<file path="src/rtl/bascc_pkg.sv">
// ----------------------------------------------------------------------------
// bascc_pkg
// Types, constants and helpers shared by the serial BCD add/subtract/compare
// core and its sub-blocks.
// ----------------------------------------------------------------------------
package bascc_pkg;

    localparam logic [3:0] DEC_MAX  = 4'd9;
    localparam logic [4:0] DEC_BASE = 5'd10;

    // Running order of the digits seen so far
    localparam logic [1:0] ORDER_EQUAL   = 2'd0;
    localparam logic [1:0] ORDER_GREATER = 2'd1;
    localparam logic [1:0] ORDER_LESS    = 2'd2;

    typedef struct packed {
        logic [3:0] digit_a;
        logic [3:0] digit_b;
        logic       last_digit;
    } t_in;

    typedef struct packed {
        logic [3:0] sum_digit;
        logic [3:0] diff_digit;
        logic       final_flags;
        logic       sum_overflow;
        logic       diff_borrow;
        logic       a_equal_b;
        logic       a_greater_b;
        logic       a_less_b;
        logic       a_is_zero;
        logic       b_is_zero;
    } t_out;

    // Classified digit pair handed from the front end to the back end
    typedef struct packed {
        logic [3:0] a;
        logic [3:0] b;
        logic       last;
        logic       a_gt_b;
        logic       a_lt_b;
        logic       a_nz;
        logic       b_nz;
    } t_cls;

    // Clamp codes above nine to nine
    function automatic logic [3:0] sat_digit(input logic [3:0] d);
        logic [3:0] r;
        r = (d > DEC_MAX) ? DEC_MAX : d;
        return r;
    endfunction

endpackage

</file>
<file path="src/rtl/bascc_front.sv">
// ----------------------------------------------------------------------------
// bascc_front
// Input stage: accept a digit pair, clamp the digits and classify the pair.
// ----------------------------------------------------------------------------
module bascc_front (
    input  logic               i_clk,
    input  logic               i_rst_n,
    input  logic               i_valid,
    output logic               o_ready,
    input  bascc_pkg::t_in     i_data,
    output logic               o_valid,
    input  logic               i_ready,
    output bascc_pkg::t_cls    o_cls
);

    logic            r_valid;
    bascc_pkg::t_cls r_cls;
    bascc_pkg::t_cls n_cls;
    logic [3:0]      w_a;
    logic [3:0]      w_b;

    assign o_ready = !r_valid || i_ready;
    assign o_valid = r_valid;
    assign o_cls   = r_cls;

    always_comb begin
        w_a          = bascc_pkg::sat_digit(i_data.digit_a);
        w_b          = bascc_pkg::sat_digit(i_data.digit_b);
        n_cls.a      = w_a;
        n_cls.b      = w_b;
        n_cls.last   = i_data.last_digit;
        n_cls.a_gt_b = (w_a > w_b);
        n_cls.a_lt_b = (w_a < w_b);
        n_cls.a_nz   = (w_a != 4'd0);
        n_cls.b_nz   = (w_b != 4'd0);
    end

    always_ff @(posedge i_clk) begin
        if (!i_rst_n) begin
            r_valid <= 1'b0;
        end else if (o_ready) begin
            r_valid <= i_valid;
        end
    end

    always_ff @(posedge i_clk) begin
        if (o_ready && i_valid) begin
            r_cls <= n_cls;
        end
    end

endmodule

</file>
<file path="src/rtl/bascc_queue.sv">
// ----------------------------------------------------------------------------
// bascc_queue
// Short register queue between front and back end.
// ----------------------------------------------------------------------------
module bascc_queue #(
    parameter int DEPTH = 2
) (
    input  logic               i_clk,
    input  logic               i_rst_n,
    input  logic               i_valid,
    output logic               o_ready,
    input  bascc_pkg::t_cls    i_cls,
    output logic               o_valid,
    input  logic               i_ready,
    output bascc_pkg::t_cls    o_cls
);

    localparam int AW = (DEPTH > 1) ? $clog2(DEPTH) : 1;
    localparam int CW = $clog2(DEPTH + 1);
    localparam logic [AW-1:0] LAST_IDX = AW'(DEPTH - 1);
    localparam logic [CW-1:0] FULL_CNT = CW'(DEPTH);

    bascc_pkg::t_cls r_mem [DEPTH];
    logic [AW-1:0]   r_wr_ptr;
    logic [AW-1:0]   r_rd_ptr;
    logic [CW-1:0]   r_count;
    logic [CW-1:0]   n_count;
    logic            w_wr;
    logic            w_rd;

    assign o_ready = (r_count != FULL_CNT);
    assign o_valid = (r_count != '0);
    assign o_cls   = r_mem[r_rd_ptr];
    assign w_wr    = i_valid && o_ready;
    assign w_rd    = o_valid && i_ready;

    always_comb begin
        n_count = r_count;
        if (w_wr && !w_rd) begin
            n_count = r_count + CW'(1);
        end else if (w_rd && !w_wr) begin
            n_count = r_count - CW'(1);
        end
    end

    always_ff @(posedge i_clk) begin
        if (!i_rst_n) begin
            r_wr_ptr <= '0;
            r_rd_ptr <= '0;
            r_count  <= '0;
        end else begin
            r_count <= n_count;
            if (w_wr) begin
                r_wr_ptr <= (r_wr_ptr == LAST_IDX) ? '0 : r_wr_ptr + AW'(1);
            end
            if (w_rd) begin
                r_rd_ptr <= (r_rd_ptr == LAST_IDX) ? '0 : r_rd_ptr + AW'(1);
            end
        end
    end

    always_ff @(posedge i_clk) begin
        if (w_wr) begin
            r_mem[r_wr_ptr] <= i_cls;
        end
    end

endmodule

</file>
<file path="src/rtl/bascc_back.sv">
// ----------------------------------------------------------------------------
// bascc_back
// Digit arithmetic: decimal sum and difference, running order and zero
// tracking, final flags on the marked last pair, and the output register.
// ----------------------------------------------------------------------------
module bascc_back (
    input  logic               i_clk,
    input  logic               i_rst_n,
    input  logic               i_valid,
    output logic               o_ready,
    input  bascc_pkg::t_cls    i_cls,
    output logic               o_valid,
    input  logic               i_ready,
    output bascc_pkg::t_out    o_data
);

    logic            r_carry;
    logic            r_borrow;
    logic [1:0]      r_order;
    logic            r_a_nz;
    logic            r_b_nz;
    logic            r_out_valid;
    bascc_pkg::t_out r_out;

    logic            n_carry;
    logic            n_borrow;
    logic [1:0]      n_order;
    logic            n_a_nz;
    logic            n_b_nz;
    bascc_pkg::t_out n_out;

    logic            w_take;
    logic [4:0]      w_sum;
    logic [4:0]      w_sum_adj;
    logic [4:0]      w_sub;
    logic [4:0]      w_diff;

    assign o_ready = !r_out_valid || i_ready;
    assign o_valid = r_out_valid;
    assign o_data  = r_out;
    assign w_take  = i_valid && o_ready;

    always_comb begin
        w_sum     = {1'b0, i_cls.a} + {1'b0, i_cls.b} + {4'd0, r_carry};
        n_carry   = (w_sum > {1'b0, bascc_pkg::DEC_MAX});
        w_sum_adj = n_carry ? (w_sum - bascc_pkg::DEC_BASE) : w_sum;

        w_sub     = {1'b0, i_cls.b} + {4'd0, r_borrow};
        n_borrow  = ({1'b0, i_cls.a} < w_sub);
        w_diff    = n_borrow ? ({1'b0, i_cls.a} + bascc_pkg::DEC_BASE - w_sub)
                             : ({1'b0, i_cls.a} - w_sub);

        if (i_cls.a_gt_b) begin
            n_order = bascc_pkg::ORDER_GREATER;
        end else if (i_cls.a_lt_b) begin
            n_order = bascc_pkg::ORDER_LESS;
        end else begin
            n_order = r_order;
        end
        n_a_nz = r_a_nz || i_cls.a_nz;
        n_b_nz = r_b_nz || i_cls.b_nz;

        n_out              = '0;
        n_out.sum_digit    = w_sum_adj[3:0];
        n_out.diff_digit   = w_diff[3:0];
        if (i_cls.last) begin
            n_out.final_flags  = 1'b1;
            n_out.sum_overflow = n_carry;
            n_out.diff_borrow  = n_borrow;
            n_out.a_equal_b    = (n_order == bascc_pkg::ORDER_EQUAL);
            n_out.a_greater_b  = (n_order == bascc_pkg::ORDER_GREATER);
            n_out.a_less_b     = (n_order == bascc_pkg::ORDER_LESS);
            n_out.a_is_zero    = !n_a_nz;
            n_out.b_is_zero    = !n_b_nz;
        end
    end

    always_ff @(posedge i_clk) begin
        if (!i_rst_n) begin
            r_carry     <= 1'b0;
            r_borrow    <= 1'b0;
            r_order     <= bascc_pkg::ORDER_EQUAL;
            r_a_nz      <= 1'b0;
            r_b_nz      <= 1'b0;
            r_out_valid <= 1'b0;
        end else begin
            if (o_ready) begin
                r_out_valid <= i_valid;
            end
            if (w_take) begin
                if (i_cls.last) begin
                    // Number complete: clear for the next one
                    r_carry  <= 1'b0;
                    r_borrow <= 1'b0;
                    r_order  <= bascc_pkg::ORDER_EQUAL;
                    r_a_nz   <= 1'b0;
                    r_b_nz   <= 1'b0;
                end else begin
                    r_carry  <= n_carry;
                    r_borrow <= n_borrow;
                    r_order  <= n_order;
                    r_a_nz   <= n_a_nz;
                    r_b_nz   <= n_b_nz;
                end
            end
        end
    end

    always_ff @(posedge i_clk) begin
        if (w_take) begin
            r_out <= n_out;
        end
    end

    a_order_onehot: assert property (@(posedge i_clk) disable iff (!i_rst_n)
        (r_out_valid && r_out.final_flags) |->
        $onehot({r_out.a_equal_b, r_out.a_greater_b, r_out.a_less_b}))
        else $error("order flags not one-hot on final digit");

    a_flags_quiet: assert property (@(posedge i_clk) disable iff (!i_rst_n)
        (r_out_valid && !r_out.final_flags) |->
        ({r_out.sum_overflow, r_out.diff_borrow, r_out.a_equal_b, r_out.a_greater_b,
          r_out.a_less_b, r_out.a_is_zero, r_out.b_is_zero} == 7'd0))
        else $error("flags set on a non-final digit");

    a_state_clear: assert property (@(posedge i_clk) disable iff (!i_rst_n)
        (w_take && i_cls.last) |=>
        (!r_carry && !r_borrow && !r_a_nz && !r_b_nz &&
         r_order == bascc_pkg::ORDER_EQUAL))
        else $error("running state not cleared after last digit");

endmodule

</file>
<file path="src/rtl/bcd_add_sub_compare_core.sv">
// ----------------------------------------------------------------------------
// bcd_add_sub_compare_core
// Serial BCD adder, subtractor and comparator, one digit pair per transfer.
// ----------------------------------------------------------------------------
// Path: a result passes the front register, one queue slot and the output
//   register before it is offered.
// Throughput: one digit pair per cycle while the output is not stalled by
//   i_out_ready.
// Reset: synchronous, active low; empties front, queue and output register
//   and clears carry, borrow, order and zero tracking.
// ----------------------------------------------------------------------------
module bcd_add_sub_compare_core #(
    parameter int QUEUE_DEPTH = 2
) (
    input  logic               i_clk,
    input  logic               i_rst_n,
    input  logic               i_in_valid,
    output logic               o_in_ready,
    input  bascc_pkg::t_in     i_in_data,
    output logic               o_out_valid,
    input  logic               i_out_ready,
    output bascc_pkg::t_out    o_out_data
);

    // Front end to queue
    logic            w_fq_valid;
    logic            w_fq_ready;
    bascc_pkg::t_cls w_fq_cls;

    // Queue to back end
    logic            w_qb_valid;
    logic            w_qb_ready;
    bascc_pkg::t_cls w_qb_cls;

    // Clamp and classify each incoming pair; hold it while the queue is full
    bascc_front u_front (
        .i_clk   (i_clk),
        .i_rst_n (i_rst_n),
        .i_valid (i_in_valid),
        .o_ready (o_in_ready),
        .i_data  (i_in_data),
        .o_valid (w_fq_valid),
        .i_ready (w_fq_ready),
        .o_cls   (w_fq_cls)
    );

    // Decouple the two sides so a stalled output does not stop transfers at once
    bascc_queue #(
        .DEPTH (QUEUE_DEPTH)
    ) u_queue (
        .i_clk   (i_clk),
        .i_rst_n (i_rst_n),
        .i_valid (w_fq_valid),
        .o_ready (w_fq_ready),
        .i_cls   (w_fq_cls),
        .o_valid (w_qb_valid),
        .i_ready (w_qb_ready),
        .o_cls   (w_qb_cls)
    );

    // Advance carry, borrow and order per digit; report flags on the last one
    bascc_back u_back (
        .i_clk   (i_clk),
        .i_rst_n (i_rst_n),
        .i_valid (w_qb_valid),
        .o_ready (w_qb_ready),
        .i_cls   (w_qb_cls),
        .o_valid (o_out_valid),
        .i_ready (i_out_ready),
        .o_data  (o_out_data)
    );

endmodule
</file>
<file path="config.mk">
export PLATFORM = sky130hd
export DESIGN_NAME = bcd_add_sub_compare_core
export DESIGN_NICKNAME = d
export VERILOG_FILES = /design/src/rtl/bascc_pkg.sv /design/src/rtl/bascc_front.sv /design/src/rtl/bascc_queue.sv /design/src/rtl/bascc_back.sv /design/src/rtl/bcd_add_sub_compare_core.sv
export SDC_FILE = /design/constraint.sdc
export NUM_CORES = 1
export LEC_CHECK = 0
export BUFFER_PORTS_ARGS = -buffer_cell sky130_fd_sc_hd__buf_4
export CAP_MARGIN = 20
export CORE_ASPECT_RATIO = 1.4
export CORE_MARGIN = 2
export CORE_UTILIZATION = 45
export DETAILED_ROUTE_END_ITERATION = 8
export PLACE_DENSITY = 0.66
export SLEW_MARGIN = 30
export SYNTH_ARGS = -nofsm -noshare
export SYNTH_HDL_FRONTEND = slang
export SYNTH_SLANG_ARGS = --single-unit
</file>
<file path="constraint.sdc">
create_clock -name i_clk -period 3.7 [get_ports i_clk]
set_clock_uncertainty 0.1 [all_clocks]
set_input_delay 0.74 -clock i_clk [delete_from_list [all_inputs] [get_ports i_clk]]
set_output_delay 0.74 -clock i_clk [all_outputs]
set_load 0.02 [all_outputs]
</file>
==> results of run 1 <==
cell usage after synthesis (2+ instances only):
cell type	n	area share
a21boi_0	2	0.0048
a21o_1	3	0.0072
a21oi_1	11	0.018
a22oi_1	2	0.0048
and2_1	7	0.014
and3_1	3	0.0060
buf_6	2	0.0072
clkbuf_1	3	0.0036
dfxtp_1	13	0.083
edfxtp_1	55	0.53
fa_1	4	0.025
ha_1	17	0.068
inv_1	17	0.020
mux2_2	9	0.032
mux2i_1	3	0.0096
nand2_1	8	0.0096
nand2b_1	4	0.0080
nor2_1	16	0.019
nor2b_1	7	0.014
nor3_1	4	0.0064
o21a_1	4	0.0096
o21ai_0	7	0.011
o21ai_1	2	0.0032
or3_1	2	0.0040
xnor2_1	9	0.025
xor2_1	2	0.0056
placed cells by master (no fill, tap or decap), drive strengths merged, types with 2 or more instances in the layout:
cell	synthesis	final
edfxtp	55	55
clkbuf	3	10
and3	3	3
inv	17	18
a22oi	2	2
o21ai	9	9
fa	4	4
mux2i	5	5
nor3	4	4
and2	7	7
nor2b	7	7
a21o	3	3
nand2	9	9
or3	2	2
clkinv	1	3
o21a	4	4
or2	2	2
xor2	2	2
buf	3	32
mux2	9	9
clkinvlp	0	2
ha	17	17
a21boi	2	2
nand2b	4	4
a21oi	13	13
nor2	16	16
xnor2	9	9
dfxtp	13	13
sequential cells by signal, indices dropped and copies added (netlist names), 2 cells and up, named ones only:
register and count:
u_back.o_data 16, u_back.r_order 2, u_front.o_cls 13, u_queue.r_count 2
u_queue.r_mem 26
per-layer routing:
layer / track usage / vias up / share of wire
met1: 0.1444 / 826 / 0.42
li1: - / 913 / -
met2: 0.2423 / 36 / 0.53
met3: 0.04692 / 4 / 0.032
met5: 0 / - / 0
met4: 0.05769 / 0 / 0.012
critical path: stages (launching register included):
cell and delay [ns]:
dfxtp_1 0.36, buf_4 0.18, mux2i_1 0.26, inv_1 0.08
fa_1 0.41, fa_1 0.42, xnor2_1 0.30, ha_1 0.25
and2b_1 0.20, mux2i_2 0.31, a21o_1 0.12, a32oi_1 0.09
area by class of cell:
cell class | instances | area (µm²) | share of cell area
Clock buffer | 10 | 127.6 | 0.03492
Clock inverter | 6 | 63.81 | 0.01746
Inverter | 18 | 72.57 | 0.01986
Multi-Input combinational cell | 143 | 1120 | 0.3064
Sequential cell | 68 | 1912 | 0.5231
Tap cell | 95 | 118.9 | 0.03252
Timing Repair Buffer | 32 | 240.2 | 0.06573
worst paths after layout:
kind	from	to	slack (ns)	depth (start not counted)
max	flop	u_back.o_data[14]$_DFFE_PP_	0.34	11
min reg2reg	u_front.o_cls[6]$_DFFE_PP_	u_queue.r_mem[1][6]$_DFFE_PP_	0.34	0
min	u_front.o_cls[6]$_DFFE_PP_	u_queue.r_mem[1][6]$_DFFE_PP_	0.34	0
max reg2reg	flop	u_back.o_data[14]$_DFFE_PP_	0.34	11
through the flow:
stage | total power, mW | hold slack [ns] | setup WS [ns] | util
after floorplan | 2.211 | 0.3215 | 0.4850 | -
after global placement | 2.499 | 0.3231 | 0.5024 | 0.5055
after detailed placement | 2.528 | 0.3337 | 0.3832 | 0.5058
after CTS | 3.125 | 0.3467 | 0.3711 | 0.5338
after global routing | 3.324 | 0.3532 | 0.07945 | 0.5338
final | 3.098 | 0.3437 | 0.3448 | 0.5338
logic make-up after synthesis:
family                   after synthesis
XOR/XNOR                              11
AND/OR/NAND/NOR                       60
AO/OA/AOI/OAI                         37
flip-flops                            68
adder cells (fa/ha/maj)               21
buffers and inverters                 24
multiplexers                          14
report_power, final:
| part | internal (mW) | switching [mW] |
|---|---|---|
| Sequential | 1.08 | 0.0626 |
| Combinational | 0.608 | 0.757 |
| Clock | 0.311 | 0.282 |
==> impl_metrics.toml, run 1 <==
[run_status]
status = "finished clean"

[synth]
synth_compound_area_frac = 0.07723
yosys.area_share.adder = 0.09315
synth_top_family_by_area = "simple AND/OR/NAND/NOR gates"
synth_cell_type_count = 45
ys.flop_type = "edfxtp_1"
synthMuxAreaShare = 0.05334
synth_xor_xnor_area_share = 0.03065
synth_edf_count = 55
synth.avg_cell_area_um2 = 13.37
syn_area_um2 = 3143
syn-instance-count = 235
postSynth.asyncResetShare = 0
yosys_warnings = 0
synthSimpleGateAreaFrac = 0.1011
synth_seq_cells = 68
synth_nets = 269
ys_seq_area_frac = 0.6083

[die]
die_h_um = 102.9
dieArea_um2 = 7678
row_count = 36
io_pins = 31
initial_core_util = 0.4591
core_area_um2 = 6847
die_width_um = 74.63

[cells_and_area]
design_area_um2 = 3655
drive_gt1_frac = 0.2310
diodes = 0
fin_cells = 372
syn_to_final_growth_pct = 16.28
fill_cells = 611
nNetsFinal = 306

[clock_tree]
clkLatencyLatePin_ns = 0.33
cts_root_buf = "clkbuf_8"
cts_sinks = 68
cts_hold_buf = 0
cts_max_level = 3
post_cts.repair.setup_buffers = 0
cts_tree = "done"
ctsResizeCount = 0
cts.reportedPaths.clkPinSlew_ns = 0.08
cts_buffers = 9
clock_path_buffers = 2

[drt]
drc = 0
drtIter0Drc = 42
vias = 1779
via_per_inst = 4.782
postRouteAntennaNets = 0
firstDrtPassIters = 4
routed_wl_um = 4694
wl_per_cell_um = 12.62

[place]
place_area_um2 = 3463
port_buffers = 30
place_inst = 356
gp_congestion = 0.8009
dp_hpwl_um = 3432

[power]
power_density_nw_per_um2 = 847.6
peakVddDrop_mv = 0.3426
p_leak_nw = 1.419

[global_route]
gr-total-overflow = 0
grt_pass1_wl_um = 7596
grt.total_usage = 0.1363
grt_pass1_vias = 1706
grt_max_degree = 20
antenna_found_initial = 0

[setup_path]
path_class = "reg2reg"
cp-end-kind = "flop"
startpoint_type = "flop"
crit_required_ns = 3.66
worstPathArrival_ns = 3.31
critPathMaxFanout = 9

[sta]
setup-violations-final = 0
tns_ns = 0
slew_headroom = 0.5535
slew_violations = 0
min_period_ns = 3.355
final-hold-violation-count = 0
worst_pin_slew_ns = 0.6690
finalCritPeriodShare = 0.9068
rsz0062_at_grt = "no"
timing.fmax_mhz = 298.0

[job]
drv_cap = 0

[min_path]
hp-class = "reg2reg"
Power figures use the tool's default switching activity.
==> run 2: changes to the inputs <==
--- a/config.mk
+++ b/config.mk
@@ -9,9 +9,9 @@
 export CAP_MARGIN = 20
 export CORE_ASPECT_RATIO = 1.4
 export CORE_MARGIN = 2
-export CORE_UTILIZATION = 45
+export CORE_UTILIZATION = 43
 export DETAILED_ROUTE_END_ITERATION = 8
-export PLACE_DENSITY = 0.66
+export PLACE_DENSITY = 0.64
 export SLEW_MARGIN = 30
 export SYNTH_ARGS = -nofsm -noshare
 export SYNTH_HDL_FRONTEND = slang
==> impl_metrics.toml, run 2 (same netlist as run 1, synthesis figures left out) <==
[clock_tree]
cts_max_level = 3
cts.reportedPaths.clkPinSlew_ns = 0.07
post_cts.repair.setup_buffers = 0
cts_root_buf = "clkbuf_8"
ctsResizeCount = 0
clock_path_buffers = 2
cts_buffers = 9
clkLatencyLatePin_ns = 0.33
cts_sinks = 68
cts_hold_buf = 0
cts_tree = "done"

[drt]
via_per_inst = 4.825
wl_per_cell_um = 12.50
routed_wl_um = 4650
firstDrtPassIters = 4
drtIter0Drc = 53
vias = 1795
postRouteAntennaNets = 0
drc = 0

[setup_path]
path_class = "reg2reg"
cp-end-kind = "flop"
crit_buf_inv = 2
slowest_stage = "fa_1"
critPathMaxStageDelay_ns = 0.43
reg2reg_depth = 11
crit_cells = 11
worstPathArrival_ns = 3.43
path_delay_family = "adder cells"
cp_common_cell = "fa_1"
cp_cell_sequence = "buf_4 -> mux2i_1 -> inv_1 -> fa_1 -> fa_1 -> xnor2_1 -> ha_1 -> and2b_1 -> mux2i_2 -> nand2_1 -> a32oi_1"
startpoint_type = "flop"
critPathMaxFanout = 9
crit_required_ns = 3.77

[place]
place_inst = 356
place_area_um2 = 3463
port_buffers = 30
preCtsSetupSlack_ns = 0.3541
dp_hpwl_um = 3414
gp_congestion = 0.8349

[cells_and_area]
design_area_um2 = 3638
final_common_cell = "edfxtp_1"
multiInputGateArea_um2 = 1120
diodes = 0
largest_reg_flops = 26
mostFrequentLayoutCells = "edfxtp_1, buf_4, inv_1, ha_1, nor2_1"
nNetsFinal = 306
drive_gt1_frac = 0.2310
fill_cells = 645
syn_to_final_growth_pct = 15.76
regArea_um2 = 1912
largest-register = "u_queue.r_mem"
fin_cells = 372
final_util = 0.5178

[min_path]
worstHoldStart = "u_front.o_cls[11]$_DFFE_PP_"
hp-class = "reg2reg"
hold_depth = 0

[sta]
rsz0062_at_grt = "no"
setup_ws_ns = 0.3398
tns_ns = 0
setup-violations-final = 0
timing.fmax_mhz = 297.6
holdWs_ns = 0.3430
worst_pin_slew_ns = 0.6832
slew_headroom = 0.5440
finalCritPeriodShare = 0.9082
min_period_ns = 3.360
slew_violations = 0
final-hold-violation-count = 0

[power]
p_leak_nw = 1.417
peakVddDrop_mv = 0.2995
power_mw = 3.046
power_density_nw_per_um2 = 837.3

[die]
core_area_um2 = 7027
row_count = 36
initial_core_util = 0.4473
io_pins = 31
die_h_um = 105.2
dieArea_um2 = 8019
die_width_um = 76.26

[global_route]
grt_max_degree = 20
grt_pass1_vias = 1826
grt_pass1_wl_um = 8073
gr-total-overflow = 0
antenna_found_initial = 0
grt.total_usage = 0.1300

[job]
drv_cap = 0

[run_status]
status = "finished clean"
==> run 2: changes by cell type in the layout (fill, tap and decap cells not counted) <==
cell and delta:
inv_4 +2, bufinv_16 -1, clkbuf_8 +1, clkinv_2 -1, clkinvlp_4 -1
==> run 2: layer usage <==
| layer | routed length (µm) | track usage | up-vias |
|---|---|---|---|
| met5 | 0 | 0 | - |
| met4 | 108 | 0.06753 | 0 |
| met3 | 204 | 0.04750 | 8 |
| met2 | 2398 | 0.2250 | 39 |
| met1 | 1939 | 0.1372 | 832 |
| li1 | - | - | 916 |
==> run 2: power breakdown <==
part | internal [mW] | total, mW | switching, mW
sequential | 1.08 | 1.14 | 0.0628
clock | 0.264 | 0.541 | 0.278
combinational | 0.608 | 1.36 | 0.757
total | 1.95 | 3.05 | 1.10
==> run 2: layout make-up <==
type / instances / share of cell area
Clock buffer: 11 / 0.03886
Inverter: 18 / 0.01994
Clock inverter: 5 / 0.009285
Tap cell: 95 / 0.03267
Timing Repair Buffer: 32 / 0.06602
Multi-Input combinational cell: 143 / 0.3078
Sequential cell: 68 / 0.5254
==> run 2: worst paths after layout <==
path | to | slack (ns)
worst min register to register | u_queue.r_mem[1][11]$_DFFE_PP_ | 0.34
worst max-delay path | u_back.o_data[14]$_DFFE_PP_ | 0.34
worst max register to register | u_back.o_data[14]$_DFFE_PP_ | 0.34
worst min-delay path | u_queue.r_mem[1][11]$_DFFE_PP_ | 0.34
==> run 3: changes to the inputs <==
--- a/config.mk
+++ b/config.mk
@@ -11,7 +11,6 @@
 export CORE_MARGIN = 2
 export CORE_UTILIZATION = 43
 export DETAILED_ROUTE_END_ITERATION = 8
-export PLACE_DENSITY = 0.64
 export SLEW_MARGIN = 30
 export SYNTH_ARGS = -nofsm -noshare
 export SYNTH_HDL_FRONTEND = slang
==> impl_metrics.toml, run 3 (same netlist as run 1, synthesis figures left out) <==
[drt]
wl_per_cell_um = 12.49
drc = 0
via_per_inst = 4.720
routed_wl_um = 4645
vias = 1756
postRouteAntennaNets = 0
drtIter0Drc = 44
firstDrtPassIters = 6

[setup_path]
path_class = "reg2reg"
path_delay_family = "adder cells"
slowest_stage = "fa_1"
reg2reg_depth = 11
crit_required_ns = 3.65
reg2reg_slack_ns = 0.32
critPathMaxStageDelay_ns = 0.41
startpoint_type = "flop"
cp_common_cell = "fa_1"
crit_buf_inv = 2
cp_cell_sequence = "buf_4 -> mux2i_1 -> inv_1 -> fa_1 -> fa_1 -> xnor2_1 -> ha_1 -> and2b_1 -> mux2i_2 -> a21o_1 -> a32oi_1"
critPathMaxFanout = 9
worstPathArrival_ns = 3.33
cp-end-kind = "flop"
crit_cells = 11

[cells_and_area]
final_common_cell = "edfxtp_1"
drive_gt1_frac = 0.2347
largest_reg_flops = 26
syn_to_final_growth_pct = 16.28
nNetsFinal = 306
design_area_um2 = 3655
largest-register = "u_queue.r_mem"
diodes = 0
regArea_um2 = 1912
multiInputGateArea_um2 = 1120
mostFrequentLayoutCells = "edfxtp_1, buf_4, inv_1, ha_1, nor2_1"
fin_cells = 372
fill_cells = 648

[min_path]
hold_depth = 0
hp-class = "reg2reg"

[sta]
tns_ns = 0
slew_violations = 0
setup_ws_ns = 0.3185
rsz0062_at_grt = "no"
timing.fmax_mhz = 295.7
final-hold-violation-count = 0
min_period_ns = 3.382
worst_pin_slew_ns = 0.7226
setup-violations-final = 0
finalCritPeriodShare = 0.9139
slew_headroom = 0.5177

[clock_tree]
cts_buffers = 9
clkLatencyLatePin_ns = 0.34
cts_tree = "done"
ctsResizeCount = 0
post_cts.repair.setup_buffers = 0
cts_sinks = 68
cts_hold_buf = 0
cts.reportedPaths.clkPinSlew_ns = 0.07
clock_path_buffers = 2
cts_root_buf = "clkbuf_8"
cts_max_level = 3

[die]
row_count = 36
die_h_um = 105.2
initial_core_util = 0.4473
io_pins = 31
die_width_um = 76.26
core_area_um2 = 7027
dieArea_um2 = 8019

[global_route]
grt_max_degree = 20
grt.total_usage = 0.1270
antenna_found_initial = 0
grt_pass1_vias = 1738
gr-total-overflow = 0
grt_pass1_wl_um = 7928

[place]
place_inst = 356
gp_congestion = 0.8197
place_area_um2 = 3463
preCtsSetupSlack_ns = 0.3326
dp_hpwl_um = 3447
port_buffers = 30

[power]
p_leak_nw = 1.429
power_density_nw_per_um2 = 842.7
power_mw = 3.080
peakVddDrop_mv = 0.3191

[run_status]
status = "finished clean"

[job]
drv_cap = 0
run 3: changes by cell type in the layout (fill, tap and decap cells not counted):
cell,previous run,this run
clkbuf_16,0,1
inv_6,1,2
clkbuf_8,10,9
inv_4,2,1
clkbuf_1,1,0
clkinvlp_4,1,0
clkinv_4,1,2
clkinv_2,1,2
run 3: path summary, 6_finish.rpt:
kind                                            startpoint                       endpoint
worst max-delay path                                  flop    u_back.o_data[14]$_DFFE_PP_
worst min-delay path            u_front.o_cls[6]$_DFFE_PP_  u_queue.r_mem[1][6]$_DFFE_PP_
worst max register to register                        flop    u_back.o_data[14]$_DFFE_PP_
worst min register to register  u_front.o_cls[6]$_DFFE_PP_  u_queue.r_mem[1][6]$_DFFE_PP_
run 3: area by class of cell:
type | count | share of cell area
Sequential cell | 68 | 0.5231
Timing Repair Buffer | 32 | 0.06573
Multi-Input combinational cell | 143 | 0.3064
Clock buffer | 10 | 0.04074
Inverter | 18 | 0.01986
Tap cell | 95 | 0.03252
Clock inverter | 6 | 0.01164
run 3: routing by layer:
layer	GRT usage	vias up	share of wire
li1	-	914	-
met1	0.1439	795	0.43
met2	0.2193	36	0.51
met3	0.02073	11	0.026
met4	0.08312	0	0.034
met5	0	-	0
run 3: metrics by stage:
| stage | hold WS, ns | util |
|---|---|---|
| after floorplan | 0.3215 | - |
| after global placement | 0.3262 | 0.4925 |
| after detailed placement | 0.3324 | 0.4929 |
| after CTS | 0.3420 | 0.5201 |
| after global routing | 0.3530 | 0.5201 |
| final | 0.3425 | 0.5201 |
run 3: where the power goes:
group | total [mW] | internal, mW | switching [mW] | leakage [nW]
clock network | 0.576 | 0.288 | 0.288 | 0.102
registers | 1.14 | 1.08 | 0.0633 | 0.618
logic | 1.36 | 0.608 | 0.756 | 0.708
